### src/rtl/fpc_pkg.sv
// ----------------------------------------------------------------------------
// fpc_pkg
// Shared types and constants for the flux pulse capture block.
// ----------------------------------------------------------------------------
package fpc_pkg;

  // Field widths of the result request
  localparam int WIDTH_W   = 8;
  localparam int PULSE_W   = 20;

  // Default capture counter width
  localparam int CAPTURE_COUNT_BITS_DEF = 20;

  // Saturation point of a measured interval
  localparam logic [WIDTH_W-1:0] WIDTH_MAX = 8'd255;

  // Index rising edges that end a capture
  localparam logic [1:0] STOP_RISES = 2'd2;

  // Reset value of the limit register
  localparam logic [PULSE_W-1:0] PULSE_LIMIT_RST = 20'hFFFFF;

  // One pin sample
  typedef struct packed {
    logic start_req;
    logic data_level;
    logic index_level;
  } sample_t;

endpackage

### src/rtl/fpc_if.sv
// ----------------------------------------------------------------------------
// fpc_in_if / fpc_out_if
// Valid/ready channels for pin samples and captured pulse widths.
// ----------------------------------------------------------------------------
interface fpc_in_if;
  logic valid;
  logic ready;
  logic start_req;
  logic data_level;
  logic index_level;

  modport source (output valid, start_req, data_level, index_level, input ready);
  modport sink   (input valid, start_req, data_level, index_level, output ready);
endinterface

interface fpc_out_if;
  logic                         valid;
  logic                         ready;
  logic [fpc_pkg::WIDTH_W-1:0]  pulse_width;
  logic                         done_res;
  logic [fpc_pkg::PULSE_W-1:0]  pulses_captured;

  modport source (output valid, pulse_width, done_res, pulses_captured, input ready);
  modport sink   (input valid, pulse_width, done_res, pulses_captured, output ready);
endinterface

### src/rtl/fpc_in_stage.sv
// ----------------------------------------------------------------------------
// fpc_in_stage
// Input register: holds one accepted pin sample until the core takes it.
// ----------------------------------------------------------------------------
module fpc_in_stage (
  input  logic             clk,
  input  logic             rst,
  fpc_in_if.sink           in_ch,
  input  logic             take,
  output logic             smp_valid,
  output fpc_pkg::sample_t smp
);

  logic valid_q;

  // Accept when empty or when the held sample leaves this cycle
  assign in_ch.ready = !valid_q || take;
  assign smp_valid   = valid_q;

  // Track occupancy
  always_ff @(posedge clk) begin
    if (rst) begin
      valid_q <= 1'b0;
    end else if (in_ch.valid && in_ch.ready) begin
      valid_q <= 1'b1;
    end else if (take) begin
      valid_q <= 1'b0;
    end
  end

  // Load payload
  always_ff @(posedge clk) begin
    if (in_ch.valid && in_ch.ready) begin
      smp.start_req   <= in_ch.start_req;
      smp.data_level  <= in_ch.data_level;
      smp.index_level <= in_ch.index_level;
    end
  end

endmodule

### src/rtl/fpc_core.sv
// ----------------------------------------------------------------------------
// fpc_core
// Capture sequencer: edge detection, interval counting and result register.
// ----------------------------------------------------------------------------
module fpc_core #(
  parameter int CAPTURE_COUNT_BITS = fpc_pkg::CAPTURE_COUNT_BITS_DEF
) (
  input  logic                        clk,
  input  logic                        rst,
  input  logic                        cfg_we,
  input  logic [fpc_pkg::PULSE_W-1:0] cfg_wdata,
  input  logic                        smp_valid,
  input  fpc_pkg::sample_t            smp,
  output logic                        take,
  fpc_out_if.source                   out_ch
);

  typedef enum logic [2:0] {
    PH_IDLE,
    PH_WAIT_INDEX,
    PH_WAIT_HIGH,
    PH_WAIT_LOW,
    PH_MEASURE
  } phase_t;

  phase_t                        phase, phase_next;
  logic                          last_index, last_index_next;
  logic                          prev_data;
  logic [1:0]                    index_rises, index_rises_next;
  logic [fpc_pkg::WIDTH_W-1:0]   interval_count, interval_count_next;
  logic [CAPTURE_COUNT_BITS-1:0] emitted_count, emitted_count_next;
  logic [fpc_pkg::PULSE_W-1:0]   pulse_limit;
  logic [CAPTURE_COUNT_BITS-1:0] limit_cmp;
  logic [CAPTURE_COUNT_BITS-1:0] emitted_inc;
  logic [1:0]                    rises_inc;
  logic                          index_rise;
  logic                          emit;
  logic                          stop;
  logic                          res_valid;

  // Advance when the result slot is free or being drained
  assign take         = smp_valid && (!res_valid || out_ch.ready);
  assign out_ch.valid = res_valid;

  assign limit_cmp   = CAPTURE_COUNT_BITS'(pulse_limit);
  assign emitted_inc = emitted_count + 1'b1;
  assign rises_inc   = index_rises + 2'd1;
  assign index_rise  = !last_index && smp.index_level;

  // Next-state logic for one sample
  always_comb begin
    phase_next          = phase;
    last_index_next     = last_index;
    index_rises_next    = index_rises;
    interval_count_next = interval_count;
    emitted_count_next  = emitted_count;
    emit                = 1'b0;
    stop                = 1'b0;
    if (smp.start_req) begin
      phase_next          = PH_WAIT_INDEX;
      last_index_next     = smp.index_level;
      index_rises_next    = 2'd0;
      interval_count_next = '0;
      emitted_count_next  = '0;
    end else begin
      unique case (phase)
        PH_IDLE: begin
        end
        PH_WAIT_INDEX: begin
          if (last_index && !smp.index_level) begin
            last_index_next = 1'b0;
            phase_next      = PH_WAIT_HIGH;
          end else begin
            last_index_next = smp.index_level;
          end
        end
        PH_WAIT_HIGH: begin
          if (smp.data_level) begin
            phase_next = PH_WAIT_LOW;
          end
        end
        PH_WAIT_LOW: begin
          // First boundary: sample index, open the first interval
          if (!smp.data_level) begin
            if (index_rise) begin
              index_rises_next = rises_inc;
            end
            last_index_next     = smp.index_level;
            interval_count_next = fpc_pkg::WIDTH_W'(1);
            phase_next          = PH_MEASURE;
          end
        end
        PH_MEASURE: begin
          if (prev_data && !smp.data_level) begin
            if (index_rise) begin
              index_rises_next = rises_inc;
              if (rises_inc == fpc_pkg::STOP_RISES) begin
                stop = 1'b1;
              end
            end
            last_index_next    = smp.index_level;
            emitted_count_next = emitted_inc;
            if (emitted_inc == limit_cmp) begin
              stop = 1'b1;
            end
            emit                = 1'b1;
            interval_count_next = fpc_pkg::WIDTH_W'(1);
            if (stop) begin
              phase_next = PH_IDLE;
            end
          end else if (interval_count < fpc_pkg::WIDTH_MAX) begin
            interval_count_next = interval_count + 1'b1;
          end
        end
        default: begin
          phase_next = PH_IDLE;
        end
      endcase
    end
  end

  // Hold state, limit register and result valid
  always_ff @(posedge clk) begin
    if (rst) begin
      phase          <= PH_IDLE;
      last_index     <= 1'b0;
      prev_data      <= 1'b0;
      index_rises    <= 2'd0;
      interval_count <= '0;
      emitted_count  <= '0;
      pulse_limit    <= fpc_pkg::PULSE_LIMIT_RST;
      res_valid      <= 1'b0;
    end else begin
      if (cfg_we) begin
        pulse_limit <= cfg_wdata;
      end
      if (take && emit) begin
        res_valid <= 1'b1;
      end else if (out_ch.valid && out_ch.ready) begin
        res_valid <= 1'b0;
      end
      if (take) begin
        phase          <= phase_next;
        last_index     <= last_index_next;
        prev_data      <= smp.data_level;
        index_rises    <= index_rises_next;
        interval_count <= interval_count_next;
        emitted_count  <= emitted_count_next;
      end
    end
  end

  // Load result payload
  always_ff @(posedge clk) begin
    if (take && emit) begin
      out_ch.pulse_width     <= interval_count;
      out_ch.done_res        <= stop;
      out_ch.pulses_captured <= fpc_pkg::PULSE_W'(emitted_inc);
    end
  end

endmodule

### src/rtl/flux_pulse_capture.sv
// ----------------------------------------------------------------------------
// flux_pulse_capture
// Floppy flux interval capture from per-cycle read-data and index samples.
// ----------------------------------------------------------------------------
// Takes one pin sample per cycle and keeps that rate as long as the result
// side takes widths when offered. Each sample passes an input register, then
// edge detection and counting, which load the width of the interval that the
// sample closes into the result register. A start request arms
// a capture: wait for index to fall, then for data high then low; from there
// each data falling edge emits the width of the interval just closed (in
// samples, saturated at 255). The last width carries done_res, set when
// pulse_limit widths are out or index rises for the second time. A result
// stalled at the output holds one further sample in the input register before
// the input side stalls. Write pulse_limit only while no capture is running.
// ----------------------------------------------------------------------------
module flux_pulse_capture #(
  parameter int CAPTURE_COUNT_BITS = fpc_pkg::CAPTURE_COUNT_BITS_DEF
) (
  input  logic                        clk,
  input  logic                        rst,
  input  logic                        cfg_we,
  input  logic [fpc_pkg::PULSE_W-1:0] cfg_wdata,
  fpc_in_if.sink                      in_ch,
  fpc_out_if.source                   out_ch
);

  logic             smp_valid;
  logic             take;
  fpc_pkg::sample_t smp;

  // Register incoming samples
  fpc_in_stage u_in_stage (
    .clk       (clk),
    .rst       (rst),
    .in_ch     (in_ch),
    .take      (take),
    .smp_valid (smp_valid),
    .smp       (smp)
  );

  // Run the capture sequence
  fpc_core #(
    .CAPTURE_COUNT_BITS (CAPTURE_COUNT_BITS)
  ) u_core (
    .clk       (clk),
    .rst       (rst),
    .cfg_we    (cfg_we),
    .cfg_wdata (cfg_wdata),
    .smp_valid (smp_valid),
    .smp       (smp),
    .take      (take),
    .out_ch    (out_ch)
  );

endmodule

### src/flat_wrapper.sv
// flat-port wrapper written by rule: the top's interface ports become plain ports
module flux_pulse_capture_flat 
#(
  parameter int CAPTURE_COUNT_BITS = fpc_pkg::CAPTURE_COUNT_BITS_DEF
)
  (clk, rst, cfg_we, cfg_wdata, in_ch_valid, in_ch_start_req, in_ch_data_level, in_ch_index_level, in_ch_ready, out_ch_valid, out_ch_pulse_width, out_ch_done_res, out_ch_pulses_captured, out_ch_ready);
  fpc_in_if in_ch_i ();
  fpc_out_if out_ch_i ();
  input  logic clk;
  input  logic rst;
  input  logic cfg_we;
  input  logic [fpc_pkg::PULSE_W-1:0] cfg_wdata;
  input wire logic [$bits(in_ch_i.valid)-1:0] in_ch_valid;
  input wire logic [$bits(in_ch_i.start_req)-1:0] in_ch_start_req;
  input wire logic [$bits(in_ch_i.data_level)-1:0] in_ch_data_level;
  input wire logic [$bits(in_ch_i.index_level)-1:0] in_ch_index_level;
  output wire logic [$bits(in_ch_i.ready)-1:0] in_ch_ready;
  output wire logic [$bits(out_ch_i.valid)-1:0] out_ch_valid;
  output wire logic [$bits(out_ch_i.pulse_width)-1:0] out_ch_pulse_width;
  output wire logic [$bits(out_ch_i.done_res)-1:0] out_ch_done_res;
  output wire logic [$bits(out_ch_i.pulses_captured)-1:0] out_ch_pulses_captured;
  input wire logic [$bits(out_ch_i.ready)-1:0] out_ch_ready;
  assign in_ch_i.valid = in_ch_valid;
  assign in_ch_i.start_req = in_ch_start_req;
  assign in_ch_i.data_level = in_ch_data_level;
  assign in_ch_i.index_level = in_ch_index_level;
  assign in_ch_ready = in_ch_i.ready;
  assign out_ch_valid = out_ch_i.valid;
  assign out_ch_pulse_width = out_ch_i.pulse_width;
  assign out_ch_done_res = out_ch_i.done_res;
  assign out_ch_pulses_captured = out_ch_i.pulses_captured;
  assign out_ch_i.ready = out_ch_ready;
  flux_pulse_capture #(.CAPTURE_COUNT_BITS(CAPTURE_COUNT_BITS)) u_core (.clk(clk), .rst(rst), .cfg_we(cfg_we), .cfg_wdata(cfg_wdata), .in_ch(in_ch_i), .out_ch(out_ch_i));
endmodule
### config.mk
export PLATFORM = sky130hd
export DESIGN_NAME = flux_pulse_capture_flat
export DESIGN_NICKNAME = d
export VERILOG_FILES = /design/src/rtl/fpc_pkg.sv /design/src/rtl/fpc_if.sv /design/src/rtl/fpc_in_stage.sv /design/src/rtl/fpc_core.sv /design/src/rtl/flux_pulse_capture.sv /design/src/flat_wrapper.sv
export SDC_FILE = /design/constraint.sdc
export NUM_CORES = 1
export LEC_CHECK = 0
export ABC_AREA = 1
export ABC_CLOCK_PERIOD_IN_PS = 2490
export BUFFER_PORTS_ARGS = -buffer_cell sky130_fd_sc_hd__buf_2
export CAP_MARGIN = 15
export CORE_ASPECT_RATIO = 1.4
export CORE_MARGIN = 2
export CORE_UTILIZATION = 40
export DETAILED_ROUTE_END_ITERATION = 16
export PLACE_DENSITY = 0.7
export SETUP_SLACK_MARGIN = 0.5
export SLEW_MARGIN = 20
export SYNTH_ARGS = -nofsm -noshare
export SYNTH_HDL_FRONTEND = slang
export SYNTH_HIERARCHICAL = 1
export SYNTH_SLANG_ARGS = --single-unit
### constraint.sdc
create_clock -name clk -period 2.49 [get_ports clk]
set_clock_uncertainty 0.2 [all_clocks]
set_input_delay 0.3735 -clock clk [delete_from_list [all_inputs] [get_ports clk]]
set_output_delay 0.3735 -clock clk [all_outputs]
set_load 0.01 [all_outputs]
-- Word level (Yosys, flattened, before mapping)
Cells that the tools add are included.
- output and inout port bits: 31
- input port bits: 28
- register bits: 89
- muxes and demuxes: 38
- add/sub/neg operators: 3
- reductions and logical operators: 27
- bitwise gates (word level): 2
- $lt $le $gt $ge: 1
- equal/unequal tests: 13
- operator list (cell ; number):
    20-bit 2-to-1 mux ; 3
    8-bit 2-to-1 mux ; 4
    20-bit by 1-bit adder with 20-bit output (second input constant) ; 1
    20-bit equality test ; 1
    3-bit 2-to-1 mux ; 6
    1-bit 2-to-1 mux ; 17
    8-bit case mux with 2 select lines ; 1
    3-bit case mux with 5 select lines ; 1
    4-bit AND reduction ; 3
    3-bit by 2-bit inequality test with 1-bit output (second input constant) ; 3
    8-bit by 1-bit adder with 8-bit output (second input constant) ; 1
    8-bit less-than comparator (second input constant) ; 1
    2-bit 2-to-1 mux ; 4
    2-bit nonzero test ; 4
    1-bit logical AND ; 7
    7-bit AND reduction ; 1
    3-bit by 2-bit equality test with 1-bit output (second input constant) ; 2
    3-bit by 1-bit inequality test with 1-bit output (second input constant) ; 2
    1-bit zero test ; 5
    4-bit by 3-bit inequality test with 1-bit output (second input constant) ; 1
    2-bit case mux with 2 select lines ; 1
    4-bit nonzero test ; 1
    3-bit by 1-bit equality test with 1-bit output (second input constant) ; 1
    3-bit equality test (second input constant) ; 1
    10 further kinds ; 12

-- Depth between registers and ports, before layout
- word-level depth: 12
- gate-level depth with buffers: 17

-- Cells and area by module
Netlist, hierarchy kept.
- modules (own cells, without submodules) (module ; sequential area each (um^2) ; area an instance (um^2) ; times used ; cells each):
    fpc_core ; 1991.9 ; 4174.0 ; 1 ; 568
    fpc_in_stage ; 110.1 ; 137.6 ; 1 ; 9

-- Least setup slack after synthesis
No wires, ideal clock.
- kind: register to register
- from: register u_core/u_in_stage/smp[2] (netlist name)
- to: register u_core.u_core.out_ch.done_res (enable)
- library setup time: 405 ps
- path slack: 8 ps
- arrival: 1877 ps
- stages on the path, launching flop included: 6
- cell sequence: edfxtp_1 buf_2 inv_1 nand3_1 nor2_1 clkbuf_1
- longest elaborated chain between the ends: 2
- RTL lines (what ; RTL line ; source):
    1-bit 2-to-1 mux ; fpc_core.sv:59 ; if (smp.start_req) begin
    1-bit logical AND ; fpc_core.sv:155 ; if (take && emit) begin
    end signal: assignment ; fpc_core.sv:157 ; out_ch.done_res <= stop;
    end: declaration ; fpc_if.sv:23 ; modport source (output valid, pulse_width, done_res, pulses_captured, input ready);
Every way passes these cells.
A chain may end at the register's enable or synchronous reset.

-- Final worst setup path
- from: register u_core.u_core.emitted_count[2]
- to: register u_core.u_core.phase[0]
- longest elaborated chain between the ends: 8
- RTL lines (what ; RTL line ; source):
    start: declaration ; fpc_core.sv:31 ; logic [CAPTURE_COUNT_BITS-1:0] emitted_count, emitted_count_next;
    start signal: assignment ; fpc_core.sv:148 ; emitted_count <= emitted_count_next;
    20-bit by 1-bit adder with 20-bit output ; fpc_core.sv:46 ; assign emitted_inc = emitted_count + 1'b1;
    named net u_core.u_core.emitted_inc[7] ; fpc_core.sv:34 ; logic [CAPTURE_COUNT_BITS-1:0] emitted_inc;
    20-bit equality test ; fpc_core.sv:103 ; if (emitted_inc == limit_cmp) begin
    1-bit 2-to-1 mux ; fpc_core.sv:103 ;
    1-bit 2-to-1 mux ; fpc_core.sv:94 ; if (prev_data && !smp.data_level) begin
    1-bit 2-to-1 mux ; fpc_core.sv:66 ; unique case (phase)
    1-bit 2-to-1 mux ; fpc_core.sv:59 ;
    3-bit by 1-bit inequality test with 1-bit output (no line) ; n/a ;
    7-bit AND reduction (no line) ; n/a ;
    end signal: assignment ; fpc_core.sv:143 ; phase <= phase_next;
    end: declaration ; fpc_core.sv:26 ; phase_t phase, phase_next;
The timed path passes the listed nets, and every way through them passes these cells. The select of a mux whose other input is x is not followed.

==> flow_summary.json <==
{
  "synth_seq_area_share_pct": 48.8,
  "die_w_microns": 91.7,
  "hold_path_class": "input pin to flip-flop",
  "grt_usage_pct": 19.3,
  "drive_gt1_share_pct": 23.5,
  "gp_congestion": 0.862,
  "utilization_pct": 52.3,
  "p_sw_share_pct": 21.7,
  "netlist_instances": 577,
  "core_region_area_sq_um": 10500,
  "status": "finished clean",
  "antennaDiodeCount": 0,
  "fp-row-count": 44,
  "cts_root_buffer": "clkbuf_16",
  "syn_nets": 608,
  "fmax_mhz": 422,
  "synth.distinct_cells": 30,
  "p_seq_share_pct": 45.3,
  "layout_min_cycle_time_ps": 2370,
  "p_leak_nw": 2.41,
  "slew_violations": 0,
  "worstSetupEndpointType": "flip-flop",
  "antenna_found_initial": 0,
  "clock_latency_ps": 350,
  "p_comb_share_pct": 6.7,
  "max_stage_delay_ps": 450,
  "dr.pass1.iters": 5,
  "ant_nets": 0,
  "die_y_microns": 127,
  "ys_ff_latch": 89,
  "vias": 4071,
  "critPathBufInv": 1,
  "port-buffer-count": 58,
  "drt_iter0_markers": 287,
  "vdd_drop_max_uv": 352,
  "setup_viol": 0,
  "path_class": "flip-flop to flip-flop",
  "placed_area_sq_um": 4800,
  "dieArea_sq_um": 11600,
  "wirelength_mm": 11.3,
  "area_delta_synth_final_pct": 26.9,
  "clkTransAtPathRegs_ps": 60,
  "stdcell_area_sq_um": 5470,
  "worst_path_max_delay_cell": "dfxtp_2",
  "worstPathCellList": "nand2_1 -> nor2_4 -> nand3b_1 -> nand2_2 -> nand2_1 -> nand2_1 -> nand2_1 -> nor2_1 -> nand2_1 -> nor2_2 -> nand3_2 -> nand3_4 -> nand3_4 -> nand2_1 -> inv_1 -> nor2_1",
  "cp_common_cell": "nand2_1",
  "slew-limit-headroom_pct": 49.1,
  "hold_viol_final": 0,
  "grt_pass1_vias": 3876,
  "htreeDepth": 3,
  "viasPerCell": 5.10,
  "path_max_fanout": 7,
  "layout.nets": 686,
  "fill_cells": 1001,
  "power_w": 0.00345,
  "start_util_pct": 41.2,
  "intPower_w": 0.00270,
  "yosysWarnings": 6,
  "cap_violations": 0,
  "grt_max_degree": 47,
  "cts.sinks": 89,
  "fin_crit_sh_pct": 95.2,
  "startpoint_type": "flip-flop",
  "cp.required_ps": 2580,
  "cp_top_family": "simple AND/OR/NAND/NOR gates",
  "arrival_ps": 2460,
  "clkPwrFrac_pct": 48.0,
  "cts_buffers": 9,
  "wl_per_cell_microns": 14.1,
  "gr-total-overflow": 0,
  "grt_pass1_wl_mm": 17.6,
  "cts_buffer_depth": 2,
  "p_per_area_nw_per_um2": 631,
  "cts_tree": "done",
  "avgSynthCellArea_sq_um": 7.47,
  "grt_setup_unrepaired": "yes",
  "drcViolationCount": 0,
  "dp_hpwl_mm": 7.84,
  "io_pins": 59,
  "worstMarginPinSlew_ps": 764,
  "p_sw_w": 0.000748,
  "netlist_area_sq_um": 4310
}
==> metrics by stage <==
| stage | worst slack (ps) | setup TNS (ps) | hold WS [ps] | std cells |
|---|---|---|---|---|
| global route | -42.5 | -106 | 51.9 | 798 |
| floorplan | 464 | 0 | 208 | 577 |
| global placement | 130 | 0 | 218 | 764 |
| CTS | 195 | 0 | 40.7 | 794 |
| detailed placement | 21.4 | 0 | 224 | 764 |
| finish | 119 | 0 | 45.5 | 798 |
==> registers in the layout, summed over array words and instances, names as in the netlist, 2 cells and up <==
signal                                count
u_core/u_in_stage/smp                     3
u_core/u_core/out_ch.pulse_width          8
u_core/u_core/limit_cmp                  20
u_core/u_core/emitted_count              20
u_core/u_core/out_ch.pulses_captured     20
u_core/u_core/interval_count              8
u_core/u_core/index_rises                 2
u_core/u_core/phase                       3
==> synthesized netlist by cell type <==
| cell | n | share of area, % |
|---|---|---|
| nor4_1 | 1 | 0.15 |
| nor2_1 | 56 | 4.9 |
| nand4_1 | 9 | 1.3 |
| a211oi_1 | 1 | 0.17 |
| nand2_2 | 7 | 1.0 |
| o211a_1 | 1 | 0.23 |
| clkinv_1 | 1 | 0.087 |
| o21ai_1 | 1 | 0.12 |
| inv_2 | 2 | 0.17 |
| edfxtp_1 | 32 | 22 |
| clkbuf_1 | 13 | 1.1 |
| nand3_2 | 5 | 1.2 |
| a31o_2 | 1 | 0.20 |
| a21oi_1 | 46 | 5.3 |
| inv_1 | 71 | 6.2 |
| nand3_1 | 43 | 5.0 |
| nand3b_1 | 7 | 1.2 |
| buf_2 | 1 | 0.12 |
| nand2_1 | 172 | 15 |
| dfxtp_1 | 57 | 26 |
| nor2_4 | 4 | 1.0 |
| o21ai_0 | 25 | 2.9 |
| nor2_2 | 2 | 0.29 |
| nor3_1 | 4 | 0.46 |
| xnor2_1 | 1 | 0.20 |
| a21oi_2 | 1 | 0.20 |
| a221oi_1 | 3 | 0.61 |
| nor3b_1 | 1 | 0.17 |
| ha_1 | 3 | 0.87 |
| o21bai_1 | 6 | 1.0 |
==> routing by layer <==
layer / global-route usage (%) / vias to the layer above / wire [microns]
met2: 36.9 / 100 / 6080
met4: 8.17 / 0 / 256
met3: 3.68 / 20 / 414
met1: 20.4 / 1905 / 4510
met5: 0 / - / 0
li1: - / 2046 / -
==> worst register-to-register path, delay by kind of cell, from the launching register on <==
kind                   cells  cell delay, ps
buffers and inverters      1              40
DFF                        1             450
and+or+nand+nor           15            1630
==> repair_timing <==
item	4_1_cts	5_1_grt
endpoints found under the hold margin	3	0
gates resized for setup	24	25
pin swaps	14	11
cloned	0	1
hold buffers	3	0
buffers inserted	11	3
endpoints found under the setup margin	14	18
==> final timing paths <==
path,depth (start not counted),end,slack [ps],start
worst max-delay path,16,u_core/u_core/phase[0],120,u_core/u_core/emitted_count[2]
worst min-delay path,3,u_core/u_core/limit_cmp[5],50,cfg_wdata[5]
worst max register to register,16,u_core/u_core/phase[0],120,u_core/u_core/emitted_count[2]
worst min register to register,0,u_core/u_core/out_ch.pulse_width[4],240,u_core/u_core/interval_count[4]
==> cells in the final DEF, fill, tap and decap left out, types with 4 or more instances in the layout <==
master and instances:
inv_2 5, clkbuf_16 10, nand3_1 41, bufinv_16 4, nand3b_1 7, nand2_2 13
nor2_2 7, dfxtp_1 44, nand4_1 9, o21ai_0 23, nand3_4 5, inv_1 67
nor2_1 47, buf_2 58, edfxtp_1 32, o21bai_1 5, a21oi_1 46, nor3_1 4
dfxtp_2 11, buf_4 18, nand2_1 164, nor2_4 8
==> cell families after synthesis <==
kind of cell | count (synthesis) | synth area share, %
XOR/XNOR | 1 | 0.203
buffers and inverters | 88 | 7.69
AND/OR/NAND/NOR | 311 | 31.7
adder cells (fa/ha/maj) | 3 | 0.871
flip-flops | 89 | 48.8
AO/OA/AOI/OAI | 85 | 10.8
==> power by group through the flow <==
stage	sequential [W]	clock, W	combinational (W)
3_5_place_dp	0.00160	0	0.000209
3_3_place_gp	0.00159	0	0.000201
5_1_grt	0.00157	0.00174	0.000261
4_1_cts	0.00156	0.00168	0.000223
2_1_floorplan	0.00158	0	0.000144
6_report	0.00156	0.00165	0.000232
==> final cells by class <==
class	count	area [sq um]	share of cell area, %
Clock buffer	9	225	4.12
Clock inverter	7	141	2.58
Tap cell	138	173	3.16
Inverter	74	280	5.12
Sequential cell	89	2120	38.8
Multi-Input combinational cell	400	2030	37.1
Timing Repair Buffer	81	500	9.14
Power figures use the tool's default switching activity.
